### src/rtl/rldd_pkg.sv
package rldd_pkg;

    // Field widths fixed by the stream format.
    localparam int BUF_W    = 64;
    localparam int CNT_W    = 7;
    localparam int STRIDE_W = 17;

    // Request operations.
    localparam logic [1:0] OP_RESTART = 2'd0;
    localparam logic [1:0] OP_PUSH    = 2'd1;
    localparam logic [1:0] OP_PULL    = 2'd2;
    localparam logic [1:0] OP_UNUSED  = 2'd3;

    // Decoder phases.
    localparam logic [1:0] PH_HEADER = 2'd0;
    localparam logic [1:0] PH_RUN    = 2'd1;
    localparam logic [1:0] PH_DELTA  = 2'd2;
    localparam logic [1:0] PH_END    = 2'd3;

    // Status codes.
    localparam logic [1:0] ST_OK     = 2'd0;
    localparam logic [1:0] ST_STRIDE = 2'd1;
    localparam logic [1:0] ST_FULL   = 2'd2;

    // One result, as it travels from the decoder to the output buffer.
    typedef struct packed {
        logic [7:0] byte_out;
        logic       byte_valid;
        logic       need_word;
        logic       stream_end;
        logic [2:0] skip_out;
        logic [1:0] status;
    } result_t;

endpackage

### src/rtl/rldd_out_buf.sv
module rldd_out_buf (
    input  logic              clk,
    input  logic              rst_n,
    input  logic              in_valid,
    output logic              in_stall,
    input  rldd_pkg::result_t din,
    output logic              out_valid,
    input  logic              out_stall,
    output rldd_pkg::result_t dout
);

    rldd_pkg::result_t main_reg, main_next;
    rldd_pkg::result_t skid_reg, skid_next;
    logic              main_v_reg, main_v_next;
    logic              skid_v_reg, skid_v_next;
    logic              take;

    assign in_stall  = skid_v_reg;
    assign take      = in_valid && !skid_v_reg;
    assign out_valid = main_v_reg;
    assign dout      = main_reg;

    // Output register with a skid entry behind it.
    always_comb
    begin
        main_next   = main_reg;
        main_v_next = main_v_reg;
        skid_next   = skid_reg;
        skid_v_next = skid_v_reg;
        if (!main_v_reg || !out_stall)
        begin
            if (skid_v_reg)
            begin
                main_next   = skid_reg;
                main_v_next = 1'b1;
                skid_v_next = 1'b0;
            end
            else
            begin
                main_next   = din;
                main_v_next = take;
            end
        end
        else if (take)
        begin
            skid_next   = din;
            skid_v_next = 1'b1;
        end
    end

    always_ff @(posedge clk or negedge rst_n)
    begin
        if (!rst_n)
        begin
            main_v_reg <= 1'b0;
            skid_v_reg <= 1'b0;
        end
        else
        begin
            main_v_reg <= main_v_next;
            skid_v_reg <= skid_v_next;
        end
    end

    always_ff @(posedge clk)
    begin
        main_reg <= main_next;
        skid_reg <= skid_next;
    end

endmodule

### config.mk
export PLATFORM = sky130hd
export DESIGN_NAME = rldd_out_buf
export DESIGN_NICKNAME = d
export VERILOG_FILES = /design/src/rtl/rldd_pkg.sv /design/src/rtl/rldd_out_buf.sv
export SDC_FILE = /design/constraint.sdc
export NUM_CORES = 1
export LEC_CHECK = 0
export BUFFER_PORTS_ARGS = -buffer_cell sky130_fd_sc_hd__buf_2
export CORE_MARGIN = 4
export CORE_UTILIZATION = 53
export CTS_CLUSTER_DIAMETER = 40
export DETAILED_ROUTE_END_ITERATION = 6
export PLACE_DENSITY = 0.82
export SLEW_MARGIN = 20
export SYNTH_ARGS = -nofsm -noshare
export SYNTH_HDL_FRONTEND = slang
export SYNTH_SLANG_ARGS = --single-unit
### constraint.sdc
create_clock -name clk -period 2.7 [get_ports clk]
set_input_delay 0.405 -clock clk [delete_from_list [all_inputs] [get_ports clk]]
set_output_delay 0.405 -clock clk [all_outputs]
set_load 0.02 [all_outputs]
==> metrics, run 1 <==
top-count cell post-synth edfxtp_1; Post-CTS Setup Bufs 0; core area 0.002255 mm²; crit path cell chain buf_2; proportion of layout cells with a drive suffix above 1 0.6061; post-cts sizing count 0; IR drop worst, VDD 0.0004193 V; largest net degree at the start of global routing 21; Buffers & Inverters on Critical Path 1; Die Width 57.22 µm; syn avg cell area 22.92 µm²; crit-path max FO 20; number of buffers created by CTS 5; Critical Path AT 1.54 ns; Critical Setup Path Class register to output pin; worst skew pair latency 0.33 ns; Levels on crit path 1; drt wl/cell 15.57 µm; 1st-iter DRT viols 13; Die Ht 57.22 µm; CTS max path bufs 2; clk_skew 0.006237 ns; setup TNS 0 ns; DP HPWL 1422 µm; drt via density 5.126; Initial Utilization 0.5694; grt total ovfl 0; Worst setup EP type output pin; DRC Markers 0; sequential area share after synthesis 0.7875; required time worst endpoint 2.30 ns; diode count 0; worst hold stages 1; # rows 17; Post-synth top cells edfxtp_1, mux2_2, mux2_4; FF-to-FF setup slack 0.97 ns; Leak Pwr 0.6138 nW; largest area contributor in the synthesized netlist edfxtp_1; RSZ-0062 raised after global routing false; vias in the first global route 675; Layout area overhead 19.01%; Worst path top cell family by delay flip-flops; Worst Reg2Reg Path Length in Cells 1; root buffer cell clkbuf_4; Final Max Slew Viols 0; CP Launch Type register; first drt pass iteration count 2; Synth Cell Area 0.001284 mm²; H-tree depth 2; routed via count 651; Worst R2R End skid_reg[11]; placed inst area 0.001473 mm²; post-synth cell types 10; EDFF count, synth 32; full die area 0.003274 mm²; Tmin final 1.948 ns; slew margin rel. 0.4218; design area 0.001528 mm²; worst min path class input pin to register; Reg2Reg Launch Point in_stall; Worst-Margin Slew 0.8674 ns; Ys Warns 0; Worst Setup EP in_stall; I/O pins 38; # nets final 119; final hold violations 0; Worst path max stage delay 0.92 ns; GRT Util Overall 0.1398; status finished clean; TritonCTS clock tree built; Synth Register Bits 34; Synth area leaders edfxtp_1, mux2_4, mux2_2; initial antenna violation count 0; post-synthesis cell count 56; ANT nets after route 0; Crit-path slowest cell dfrtp_1; Power per Cell Area 659.3 mW/mm²; Max-Cap Viols 0; clock sink count 34; top-area cell type share of the netlist area 0.7485; async set or reset register ratio after synthesis 0.05882; ys flop type edfxtp_1; routability congestion estimate from global placement 0.6205; Port Buffers 37; Tcrit/Tclk final 0.7213; WL final 1978 µm; first-pass GRT wire length 3194 µm; critical path launch point in_stall; Core Util, Final 0.6776; FMAX 513.5 MHz; Setup violations, final 0; post-synth net total 76; clk slew on worst S/H paths 0.09 ns
[routing by layer]
| metal | track usage | share of wire | up-vias |
|---|---|---|---|
| li1 | - | - | 310 |
| met1 | 0.1586 | 0.40 | 305 |
| met2 | 0.2137 | 0.49 | 28 |
| met3 | 0.05656 | 0.085 | 8 |
| met4 | 0.09934 | 0.032 | 0 |
| met5 | 0 | 0 | - |
[where the power goes]
group / switching, mW / internal [mW]
combinational: 0.0665 / 0.0563
sequential: 0.0179 / 0.620
clock: 0.148 / 0.0980
[kinds of logic (layout without fill, tap and decap cells)]
kind of cell | after synthesis | in the layout | synth area share
mux | 16 | 16 | 0.1608
simple gates | 2 | 2 | 0.01169
compound gates | 2 | 2 | 0.01560
buf+inv | 2 | 45 | 0.02437
flops | 34 | 34 | 0.7875
[repair_timing]
action                                 in CTS  in global routing
setup endpoints to repair                   0                  0
endpoints found under the hold margin       2                  0
hold buffers                                1                  0
[through the flow]
| step | cells | power, mW | setup WS, ns | hold WS (ns) |
|---|---|---|---|---|
| global route | 127 | 1.055 | 0.6718 | 0.2423 |
| global placement | 119 | 0.7696 | 1.003 | 0.1894 |
| detailed placement | 119 | 0.7756 | 0.9636 | 0.1941 |
| CTS | 127 | 1.017 | 0.7199 | 0.2550 |
| floorplan | 56 | 0.7305 | 1.147 | 0.1094 |
| finish | 127 | 1.007 | 0.7524 | 0.2624 |
[cell type report]
| type | count | area (µm²) |
|---|---|---|
| sequential | 34 | 1011 |
| fill | 165 | 726.9 |
| multi-input combinational | 20 | 241.5 |
| timing repair buffer | 38 | 195.2 |
| tap | 28 | 35.03 |
| clock buffer | 7 | 45.04 |
[layout by cell type (no fill, tap or decap)]
master / synthesis / final
a211o_2: 1 / 1
and4b_2: 1 / 1
mux2_2: 9 / 9
clkbuf_1: 0 / 2
mux2_4: 7 / 7
o211a_1: 1 / 1
dlygate4sd3_1: 0 / 1
buf_2: 0 / 37
dfrtp_1: 2 / 2
edfxtp_1: 32 / 32
nand2_1: 1 / 1
clkbuf_4: 0 / 5
[worst min path at each step]
| stage | start | end |
|---|---|---|
| floorplan | rst_n | in_stall |
| global placement | rst_n | out_valid |
| detailed placement | rst_n | in_stall |
| CTS | din[13] | skid_reg[13] |
| global route | din[0] | skid_reg[0] |
| finish | din[9] | skid_reg[9] |
Note: power is estimated with default switching activity, not from simulation.
==> run 2, diff against run 1 <==
--- a/config.mk
+++ b/config.mk
@@ -5,12 +5,13 @@
 export SDC_FILE = /design/constraint.sdc
 export NUM_CORES = 1
 export LEC_CHECK = 0
+export ABC_AREA = 1
 export BUFFER_PORTS_ARGS = -buffer_cell sky130_fd_sc_hd__buf_2
 export CORE_MARGIN = 4
-export CORE_UTILIZATION = 53
+export CORE_UTILIZATION = 49
 export CTS_CLUSTER_DIAMETER = 40
 export DETAILED_ROUTE_END_ITERATION = 6
-export PLACE_DENSITY = 0.82
+export PLACE_DENSITY = 0.76
 export SLEW_MARGIN = 20
 export SYNTH_ARGS = -nofsm -noshare
 export SYNTH_HDL_FRONTEND = slang
==> constraint.sdc (replaced) <==
create_clock -name clk -period 1.9 [get_ports clk]
set_input_delay 0.285 -clock clk [delete_from_list [all_inputs] [get_ports clk]]
set_output_delay 0.285 -clock clk [all_outputs]
set_load 0.02 [all_outputs]
==> run 2 against run 1 <==
Net effect:
- clock skew down 0.0011 ns
- first-iteration DRC count grew 92%
- final area grew 2.6%
- critical endpoint unchanged
- largest power group unchanged
==> metrics, run 2 <==
Worst Reg2Reg Path Length in Cells 4 (+3); RSZ-0062 raised after global routing false; Worst R2R End skid_reg[10]; fillers 210 (+27%); first-pass GRT wire length 3981 µm (+25%); number of buffers created by CTS 5 (unchanged); Critical Setup Path Class register to output pin; core area 0.002477 mm² (+9.9%); Worst-Margin Slew 0.3374 ns (-0.5300 ns); commonest non-fill, non-tap cells in the layout nand2_1, buf_2, edfxtp_1, nand2_2, clkbuf_4; crit-path max FO 7 (-65%); proportion of layout cells with a drive suffix above 1 0.3885 (-0.2176); CP Launch Type register; root buffer cell clkbuf_4; WL final 2382 µm (+20%); full die area 0.003488 mm² (+6.6%); Initial Utilization 0.5157 (-0.05371); syn avg cell area 13.89 µm² (-39%); post-synth cell types 9 (-1); DP HPWL 1752 µm (+23%); Setup violations, final 0 (unchanged); routability congestion estimate from global placement 0.6538 (+5.4%); # rows 18 (+1); Synth Register Bits 34 (unchanged); first drt pass iteration count 4 (+2); ANT nets after route 0 (unchanged); clk_skew 0.005135 ns (-0.001102 ns); post-cts sizing count 0 (unchanged); Port Buffers 37 (unchanged); drt wl/cell 14.09 µm (-9.5%); DRC Markers 0 (unchanged); Critical Path AT 1.11 ns (-0.43 ns); Die Width 59.06 µm (+3.2%); slew margin rel. 0.7751 (+0.3533); 1st-iter DRT viols 25 (+12); placed inst area 0.001513 mm² (+2.7%); # nets final 159 (+34%); Reg2Reg Launch Point in_stall; Worst setup EP type output pin; I/O pins 38 (unchanged); top-area cell type share of the netlist area 0.7522 (+0.003666); Die Ht 59.06 µm (+3.2%); crit path cell chain buf_2; Power per Cell Area 933.0 mW/mm² (+42%); status finished clean; Crit-path slowest cell dfrtp_1; post-synthesis cell count 92 (+64%); worst hold stages 1 (unchanged); FMAX 718.1 MHz; Min Hold Slack 0.1449 ns (-0.1175 ns); post-synth net total 112 (+47%); sequential area share after synthesis 0.7914 (+0.003857); ys flop type edfxtp_1; grt total ovfl 0 (unchanged); hold path start din[7]; Tcrit/Tclk final 0.7330; GRT Util Overall 0.1623 (+0.02256); worst min path class input pin to register; vias in the first global route 896 (+33%); Post-CTS Hold Buffers 1 (unchanged); Post-CTS Setup Bufs 0 (unchanged); Max-Cap Viols 0 (unchanged); Worst path max stage delay 0.55 ns (-0.37 ns); routed via count 819 (+26%); initial antenna violation count 0 (unchanged); diode count 0 (unchanged); Post-synth top cells nand2_1, edfxtp_1, nand2_2; Worst path top cell family by delay flip-flops; Buffers & Inverters on Critical Path 1 (unchanged); EDFF count, synth 32 (unchanged); final hold violations 0 (unchanged); Synth area leaders edfxtp_1, nand2_1, dfrtp_1; Layout area overhead 22.72%; async set or reset register ratio after synthesis 0.05882 (unchanged); drt via density 4.846 (-5.5%); design area 0.001568 mm² (+2.6%); Tmin final 1.393 ns; required time worst endpoint 1.62 ns (-0.68 ns); hold path endpoint skid_reg[7]; clock sink count 34 (unchanged); H-tree depth 2 (unchanged); TritonCTS clock tree built; Final Max Slew Viols 0 (unchanged); Ys Warns 0 (unchanged); FF-to-FF setup slack 0.67 ns (-0.30 ns); IR drop worst, VDD 0.0006548 V (+56%); worst skew pair latency 0.32 ns (about the same); CTS max path bufs 2 (unchanged); largest net degree at the start of global routing 19 (-9.5%); Leak Pwr 0.6950 nW (+13%); Synth Cell Area 0.001277 mm² (-0.49%); largest area contributor in the synthesized netlist edfxtp_1; clk slew on worst S/H paths 0.09 ns (about the same); setup TNS 0 ns (unchanged); top-count cell post-synth nand2_1; commonest non-fill, non-tap cell in the layout nand2_1
-- run 2: cell types whose count changed after synthesis --
cell	previous run	this run
nand2_1	1	46
o211a_1	1	0
buf_8	0	1
a211o_2	1	0
buf_12	1	0
clkbuf_8	0	1
and4b_2	1	0
mux2_2	9	0
inv_8	0	1
mux2_4	7	0
nor2_1	0	3
nand2_2	0	5
-- run 2: stage by stage --
stage	instances	power, mW	util	worst slack (ns)
after floorplan	92	1.044	-	0.09971
after global placement	161	1.116	0.6106	0.7108
after detailed placement	161	1.128	0.6106	0.6653
after CTS	169	1.475	0.6328	0.4830
after global routing	169	1.529	0.6328	0.4335
final	169	1.463	0.6328	0.5074
-- run 2: how the worst max path moves through the flow --
stage                    from           end  cells after the start
global route         in_stall      in_stall                      1
finish               in_stall      in_stall                      1
floorplan           out_valid   skid_reg[0]                      2
detailed placement   in_stall  skid_reg[10]                      4
CTS                  in_stall      in_stall                      1
global placement     in_stall   skid_reg[3]                      4
-- run 2: logic make-up (layout without fill, tap and decap cells) --
| family | count (synthesis) | after routing | synth area share |
|---|---|---|---|
| AND/OR/NAND/NOR | 54 | 54 | 0.1685 |
| flip-flops | 34 | 34 | 0.7914 |
| buffers and inverters | 4 | 51 | 0.04015 |
-- run 2: area by class of cell --
cell class,instances,area [µm²],share of cell area
well taps,30,37.54,0.02394
multi-input cells,54,217.7,0.1389
flip-flops and latches,34,1011,0.6449
inverters,1,11.26,0.007183
clock buffers,7,45.04,0.02873
repair buffers,43,245.2,0.1564
-- run 2: routing by layer --
layer	vias to the layer above	share of wire	global-route usage
met4	0	0.016	0.08738
met2	31	0.50	0.2744
met3	5	0.087	0.05664
li1	398	-	-
met1	385	0.39	0.1781
met5	-	0	0
-- run 2: report_power, final --
part           switching, mW  leakage, nW  internal, mW
clock                  0.215       0.0254         0.139
combinational          0.133        0.337        0.0717
sequential            0.0180        0.332         0.886
