[src/rtl/rldd_pkg.sv]
package rldd_pkg;

    // Field widths fixed by the stream format.
    localparam int BUF_W    = 64;
    localparam int CNT_W    = 7;
    localparam int STRIDE_W = 17;

    // Request operations.
    localparam logic [1:0] OP_RESTART = 2'd0;
    localparam logic [1:0] OP_PUSH    = 2'd1;
    localparam logic [1:0] OP_PULL    = 2'd2;
    localparam logic [1:0] OP_UNUSED  = 2'd3;

    // Decoder phases.
    localparam logic [1:0] PH_HEADER = 2'd0;
    localparam logic [1:0] PH_RUN    = 2'd1;
    localparam logic [1:0] PH_DELTA  = 2'd2;
    localparam logic [1:0] PH_END    = 2'd3;

    // Status codes.
    localparam logic [1:0] ST_OK     = 2'd0;
    localparam logic [1:0] ST_STRIDE = 2'd1;
    localparam logic [1:0] ST_FULL   = 2'd2;

    // One result, as it travels from the decoder to the output buffer.
    typedef struct packed {
        logic [7:0] byte_out;
        logic       byte_valid;
        logic       need_word;
        logic       stream_end;
        logic [2:0] skip_out;
        logic [1:0] status;
    } result_t;

endpackage

[src/rtl/rldd_decode.sv]
module rldd_decode #(
    parameter int MAX_STRIDE = 65536
) (
    input  logic                                               clk,
    input  logic                                               rst_n,
    input  logic                                               take,
    input  logic [1:0]                                         op,
    input  logic [31:0]                                        stream_word,
    input  logic [7:0]                                         back_data,
    output logic                                               mem_we,
    output logic [$clog2(MAX_STRIDE > 1 ? MAX_STRIDE : 2)-1:0] mem_waddr,
    output logic [7:0]                                         mem_wdata,
    output logic [$clog2(MAX_STRIDE > 1 ? MAX_STRIDE : 2)-1:0] mem_raddr,
    output rldd_pkg::result_t                                  res
);

    localparam int AW = (MAX_STRIDE > 1) ? $clog2(MAX_STRIDE) : 1;
    localparam int SW = rldd_pkg::STRIDE_W;
    localparam logic [SW:0] MAX_EXT = MAX_STRIDE[SW:0];
    localparam logic [AW:0] WRAP    = MAX_STRIDE[AW:0];

    logic [rldd_pkg::BUF_W-1:0] buf_reg, buf_next;
    logic [rldd_pkg::CNT_W-1:0] cnt_reg, cnt_next;
    logic [1:0]                 phase_reg, phase_next;
    logic [6:0]                 run_left_reg, run_left_next;
    logic [3:0]                 dw_reg, dw_next;
    logic [SW-1:0]              stride_reg, stride_next;
    logic [2:0]                 skip_reg, skip_next;
    logic [7:0]                 last_reg, last_next;
    logic [SW-1:0]              done_reg, done_next;
    logic [7:0]                 older_reg, older_next;
    logic [AW-1:0]              wr_ptr_reg, wr_ptr_next;

    logic [6:0]                 shamt;
    logic [rldd_pkg::BUF_W-1:0] window;
    logic [5:0]                 off;
    logic [6:0]                 avail;
    logic [6:0]                 run_f;
    logic [2:0]                 code_f;
    logic [7:0]                 top8;
    logic [7:0]                 dval;
    logic [8:0]                 half9;
    logic [7:0]                 act;
    logic [7:0]                 back;
    logic                       too_big;
    logic                       need;
    logic                       valid;
    logic [1:0]                 st;
    logic [AW:0]                wp_inc;
    logic [SW:0]                wp_ext;
    logic [SW:0]                ra_ext;

    // Request decode: restart, push a word, or pull as far as one byte.
    always_comb
    begin
        buf_next      = buf_reg;
        cnt_next      = cnt_reg;
        phase_next    = phase_reg;
        run_left_next = run_left_reg;
        dw_next       = dw_reg;
        stride_next   = stride_reg;
        skip_next     = skip_reg;
        last_next     = last_reg;
        done_next     = done_reg;
        older_next    = older_reg;
        wr_ptr_next   = wr_ptr_reg;
        need          = 1'b0;
        valid         = 1'b0;
        st            = rldd_pkg::ST_OK;
        off           = 6'd0;
        avail         = 7'd0;
        run_f         = 7'd0;
        code_f        = 3'd0;
        top8          = 8'd0;
        dval          = 8'd0;
        half9         = 9'd0;
        act           = 8'd0;
        back          = older_reg;
        too_big       = 1'b0;
        wp_inc        = '0;
        mem_we        = 1'b0;
        mem_wdata     = 8'd0;

        // Buffered bits aligned so that the next stream bit sits at the top.
        shamt  = 7'd64 - cnt_reg;
        window = buf_reg << shamt;

        if (take)
        begin
            unique case (op)
                rldd_pkg::OP_RESTART:
                begin
                    buf_next      = '0;
                    cnt_next      = '0;
                    phase_next    = rldd_pkg::PH_HEADER;
                    run_left_next = 7'd0;
                    dw_next       = 4'd0;
                    stride_next   = {{(SW-1){1'b0}}, 1'b1};
                    skip_next     = 3'd1;
                    last_next     = 8'd0;
                    done_next     = '0;
                    older_next    = 8'd0;
                    wr_ptr_next   = '0;
                end
                rldd_pkg::OP_PUSH:
                begin
                    if (cnt_reg > 7'd32)
                    begin
                        st = rldd_pkg::ST_FULL;
                    end
                    else
                    begin
                        buf_next = {buf_reg[31:0], stream_word};
                        cnt_next = cnt_reg + 7'd32;
                    end
                end
                rldd_pkg::OP_PULL:
                begin
                    // Stream header.
                    if (phase_reg == rldd_pkg::PH_HEADER)
                    begin
                        if (cnt_reg >= 7'd18)
                        begin
                            skip_next   = {1'b0, window[63:62]} + 3'd1;
                            stride_next = {1'b0, window[61:46]} + 17'd1;
                            phase_next  = rldd_pkg::PH_RUN;
                            off         = 6'd18;
                        end
                        else
                        begin
                            need = 1'b1;
                        end
                    end

                    // Run header; a zero count needs only its own bits.
                    if (!need && phase_next == rldd_pkg::PH_RUN)
                    begin
                        avail = cnt_reg - {1'b0, off};
                        if (off == 6'd0)
                        begin
                            run_f  = window[63:57];
                            code_f = window[56:54];
                        end
                        else
                        begin
                            run_f  = window[45:39];
                            code_f = window[38:36];
                        end
                        if (avail >= 7'd7 && run_f == 7'd0)
                        begin
                            phase_next = rldd_pkg::PH_END;
                            off        = off + 6'd7;
                        end
                        else if (avail >= 7'd10)
                        begin
                            run_left_next = run_f;
                            dw_next       = (code_f == 3'd0) ? 4'd0 : {1'b0, code_f} + 4'd1;
                            phase_next    = rldd_pkg::PH_DELTA;
                            off           = off + 6'd10;
                        end
                        else
                        begin
                            need = 1'b1;
                        end
                    end

                    too_big = {1'b0, stride_next} > MAX_EXT;
                    if (phase_next != rldd_pkg::PH_HEADER && too_big)
                    begin
                        st = rldd_pkg::ST_STRIDE;
                    end

                    // One delta gives one byte.
                    if (!need && phase_next == rldd_pkg::PH_DELTA)
                    begin
                        avail = cnt_reg - {1'b0, off};
                        if (avail >= {3'b000, dw_next})
                        begin
                            case (off)
                                6'd0:    top8 = window[63:56];
                                6'd10:   top8 = window[53:46];
                                default: top8 = window[35:28];
                            endcase
                            dval  = top8 >> (4'd8 - dw_next);
                            half9 = (9'd1 << dw_next) >> 1;
                            act   = last_reg + dval - half9[7:0];

                            // Line term from the store, and the store update.
                            if (!too_big)
                            begin
                                if (done_reg >= stride_next)
                                begin
                                    back = back_data;
                                    if (done_reg > stride_next)
                                    begin
                                        act = act + back - older_reg;
                                    end
                                end
                                mem_we      = 1'b1;
                                mem_wdata   = act;
                                wp_inc      = {1'b0, wr_ptr_reg} + {{AW{1'b0}}, 1'b1};
                                wr_ptr_next = (wp_inc == WRAP) ? '0 : wp_inc[AW-1:0];
                                older_next  = back;
                            end

                            last_next = act;
                            if (done_reg <= stride_next)
                            begin
                                done_next = done_reg + 17'd1;
                            end
                            run_left_next = run_left_next - 7'd1;
                            if (run_left_next == 7'd0)
                            begin
                                phase_next = rldd_pkg::PH_RUN;
                            end
                            valid = 1'b1;
                            off   = off + {2'b00, dw_next};
                        end
                        else
                        begin
                            need = 1'b1;
                        end
                    end

                    cnt_next = cnt_reg - {1'b0, off};
                end
                default:
                begin
                end
            endcase
        end
    end

    // Prefetch the store entry one stride behind the next write position.
    always_comb
    begin
        wp_ext                = '0;
        wp_ext[AW-1:0]        = wr_ptr_next;
        if (wp_ext >= {1'b0, stride_next})
        begin
            ra_ext = wp_ext - {1'b0, stride_next};
        end
        else
        begin
            ra_ext = wp_ext + MAX_EXT - {1'b0, stride_next};
        end
    end

    assign mem_raddr = ra_ext[AW-1:0];
    assign mem_waddr = wr_ptr_reg;

    // Result of this request.
    assign res.byte_out   = valid ? act : 8'd0;
    assign res.byte_valid = valid;
    assign res.need_word  = need;
    assign res.stream_end = (phase_next == rldd_pkg::PH_END);
    assign res.skip_out   = skip_next;
    assign res.status     = st;

    // Decode state.
    always_ff @(posedge clk or negedge rst_n)
    begin
        if (!rst_n)
        begin
            buf_reg      <= '0;
            cnt_reg      <= '0;
            phase_reg    <= rldd_pkg::PH_HEADER;
            run_left_reg <= 7'd0;
            dw_reg       <= 4'd0;
            stride_reg   <= {{(SW-1){1'b0}}, 1'b1};
            skip_reg     <= 3'd1;
            last_reg     <= 8'd0;
            done_reg     <= '0;
            older_reg    <= 8'd0;
            wr_ptr_reg   <= '0;
        end
        else
        begin
            buf_reg      <= buf_next;
            cnt_reg      <= cnt_next;
            phase_reg    <= phase_next;
            run_left_reg <= run_left_next;
            dw_reg       <= dw_next;
            stride_reg   <= stride_next;
            skip_reg     <= skip_next;
            last_reg     <= last_next;
            done_reg     <= done_next;
            older_reg    <= older_next;
            wr_ptr_reg   <= wr_ptr_next;
        end
    end

endmodule

[config.mk]
export PLATFORM = sky130hd
export DESIGN_NAME = rldd_decode
export DESIGN_NICKNAME = d
export VERILOG_FILES = /design/src/rtl/rldd_pkg.sv /design/src/rtl/rldd_decode.sv
export SDC_FILE = /design/constraint.sdc
export NUM_CORES = 1
export LEC_CHECK = 0
export ABC_AREA = 1
export BUFFER_PORTS_ARGS = -buffer_cell sky130_fd_sc_hd__buf_2
export CAP_MARGIN = 0
export CORE_ASPECT_RATIO = 0.5
export CORE_UTILIZATION = 40
export CTS_BUF_LIST = sky130_fd_sc_hd__clkbuf_4 sky130_fd_sc_hd__clkbuf_8 sky130_fd_sc_hd__clkbuf_16
export CTS_CLUSTER_SIZE = 12
export DETAILED_ROUTE_END_ITERATION = 10
export GPL_TIMING_DRIVEN = 0
export HOLD_SLACK_MARGIN = 0.12
export RECOVER_POWER = 25
export SLEW_MARGIN = 20
export SYNTH_ARGS = -nofsm -noshare
export SYNTH_HDL_FRONTEND = slang
export SYNTH_SLANG_ARGS = --single-unit
export TNS_END_PERCENT = 1
[constraint.sdc]
create_clock -name clk -period 14.35 [get_ports clk]
set_input_delay 1.435 -clock clk [delete_from_list [all_inputs] [get_ports clk]]
set_output_delay 1.435 -clock clk [all_outputs]
set_load 0.03 [all_outputs]
==> flow_summary.ini <==
[route]
drc = 0
wl_met3_um = 4550
vias = 17600
wl_per_cell_um = 19.9
wl_met2_um = 26100
wl_met1_um = 29300
top_layer_used = met4
drt_wl_total_um = 62400
ant_nets = 0
via_per_inst = 5.60
drtIter0Drc = 1707
drt-pass1-iter-count = 6

[placed_design]
gp_congestion = 1.06
dp.cells = 3103
place_hpwl_um = 50100
numPortBuffers = 101

[finish]
n_antenna_cell = 0
fin_nets = 2742
final_cells = 3134
drive_above_1_share_pct = 11.8
largest_reg_flops = 64
area_delta_synth_final_pct = 11.4
regArea_mm2 = 0.00383
multi_input_area_mm2 = 0.0104
fill_cells = 4178

[setup_path]
cp_top_family = compound AO/OA/AOI/OAI gates
reg2reg_from = cnt_reg[0]
crit_arrival_ns = 11.30
worst_r2r_path_depth = 54
slowest_delay_ns = 0.58
critPathBufInv = 12
critPathLaunchType = flop
cp_data_required_time_ns = 12.91
regToRegSetupSlack_ns = 4.48
r2r_end = last_reg[7]
end_kind = primary output
path_max_fanout = 10
slowest_stage = buf_1
crit_type = reg2out

[synthesis]
synth-main-ff-cell = dfrtp_1
synth_seq_cells = 153
synth_area_mm2 = 0.0160
synth-edff-count = 0
ys_async_sr_fraction_pct = 100
synth_seq_area_share_pct = 23.9
synth_nets = 2620
ys_types = 58
synth-simple-area-share_pct = 38.8
syn_avg_cell_area_um2 = 6.49
synthCells = 2470
synth_top_family_by_area = simple AND/OR/NAND/NOR gates
synth_compound_area_share_pct = 13.1
synth_top_area_share_pct = 23.6
synth.top_cells.by_area = dfrtp_1, nand3_1, nand2_1
yosysTopAreaCell = dfrtp_1
yosys_warnings = 0
synth_xor_area_share_pct = 4.05
synth_fa_ha_area_share_pct = 9.04
synthMuxAreaShare_pct = 0

[sta]
skew_ns = 0.0164
whs_ns = 0.480
worst_slew_pin_slew_ns = 4.75
finalMaxSlewViolations = 79
rsz0062_at_grt = false
min_period_over_period_pct = 88.7
hold_viol = 0
final.min_clock_period_ns = 12.73
max_slew_margin_pct = -216
setup_viol = 0
tns_ns = 0
fmax_ghz = 0.0785

[grt]
grt_pass1_wl_um = 96700
grt_max_degree = 80
grt-ovfl-total = 0
antenna_found_initial = 0
track_usage_pct = 30.8
first_global_vias = 16400

[die]
die_area_mm2 = 0.0409
core_region_area_mm2 = 0.0392
rows = 51
pin_count = 102
die_x_um = 285
start_util_pct = 40.9
die_h_um = 144

[min_path]
worstHoldPathCells = 2
hp-class = reg2reg
hold_start = run_left_reg[6]
hold_path_end = run_left_reg[6]

[flow_run]
drv_cap = 1

[clocking]
cts_hold_buf = 0
cts_inserted_buffers = 17
clockBufferDepth = 2
htreeDepth = 4
cts_tree = built
post_cts_resized = 0
clock_latency_ns = 0.47
cts-root-buf = clkbuf_16
post-cts-setup-buffers = 0
cts_sinks = 153
clkTransAtPathRegs_ns = 0.07

[run_status]
status = finished, violations left
violations = max-capacitance violations, max-slew violations
==> metrics by stage <==
| stage | util [%] | worst slack (ns) | cell area (µm²) |
|---|---|---|---|
| 2_1_floorplan | - | 4.48 | 16000 |
| 3_3_place_gp | 43.9 | 2.44 | 17200 |
| 3_5_place_dp | 44.1 | 2.31 | 17300 |
| 4_1_cts | 45.7 | 1.75 | 17900 |
| 5_1_grt | 45.6 | 0.964 | 17900 |
| 6_report | 45.6 | 1.62 | 17900 |
==> layout make-up <==
type,instances,share of cell area (%)
multi-input combinational,1924,58.3
clock inverter,13,1.08
tap,530,3.71
buffer,118,4.15
sequential,153,21.5
clock buffer,18,2.46
timing repair buffer,103,3.00
inverter,275,5.82
==> how the worst max path moves through the flow <==
stage                     cells after the start       start             to  slack [ns]
after floorplan                              51  cnt_reg[6]  mem_raddr[14]        4.48
after global placement                       55  cnt_reg[5]  mem_raddr[15]        2.44
after detailed placement                     55  cnt_reg[5]  mem_raddr[15]        2.31
after CTS                                    55  cnt_reg[5]  mem_raddr[15]        1.75
after global routing                         56  cnt_reg[2]  mem_raddr[15]        0.96
final                                        55  cnt_reg[5]  mem_raddr[15]        1.62
==> cell usage after synthesis (4+ instances only) <==
library cell    n
a211oi_1        5
a21boi_0        4
a21oi_1        55
and2_1          4
buf_1           6
buf_2          34
buf_4          18
buf_6          25
clkbuf_1       35
dfrtp_1       151
fa_1           18
ha_1           87
inv_1         250
inv_2          20
nand2_1       647
nand2_2        16
nand2_4         7
nand3_1       513
nand3_2         4
nand3b_1        4
nand4_1        28
nor2_1        107
nor2_2         12
nor2_4          7
nor3_1         14
nor4_1          8
o211ai_1        9
o21a_1          5
o21ai_0       164
o21ai_1        48
o21ai_2        15
o21bai_1        7
o221ai_1        4
o22ai_1        24
o31ai_1        12
xnor2_1        19
xor2_1         52
==> cells by family (layout without fill, tap and decap cells) <==
kind of cell    after synthesis  count (layout)
compound gates              367             367
xor+xnor                     72              72
fa+ha+maj                   105             105
buf+inv                     393             527
flops                       153             153
simple gates               1380            1380
==> routing by layer <==
layer  vias to the layer above  global-route usage [%]
li1                       8478                       -
met2                       690                    46.5
met3                       151                    5.32
met4                         0                    12.7
met5                         -                       0
met1                      8235                    43.2
==> cell usage in the layout, fill, tap and decap left out, drive strengths merged, types with 5 or more instances in the layout <==
cell type and instances:
ha 87, or2 5, o211ai 10, fa 18, a211oi 5, o22ai 24, nor2 126, a21oi 58
o21ai 227, buf 184, clkbuf 55, nand2 670, o21bai 7, inv 277, xnor2 19, dfrtp 151
o21a 5, clkinv 5, nand4 30, nand3 518, xor2 53, o31ai 12, nor3 14, nor4 8
==> tightest hold or removal path: cells and delay by family (launching register included) <==
| family | cells | cell delay (ns) |
|---|---|---|
| AND/OR/NAND/NOR | 1 | 0.05 |
| flip-flops | 1 | 0.34 |
| AO/OA/AOI/OAI | 1 | 0.05 |
Power is left out: the tool's default activity adds up to more than one toggle a clock period on the data nets, which glitch-free logic cannot reach.
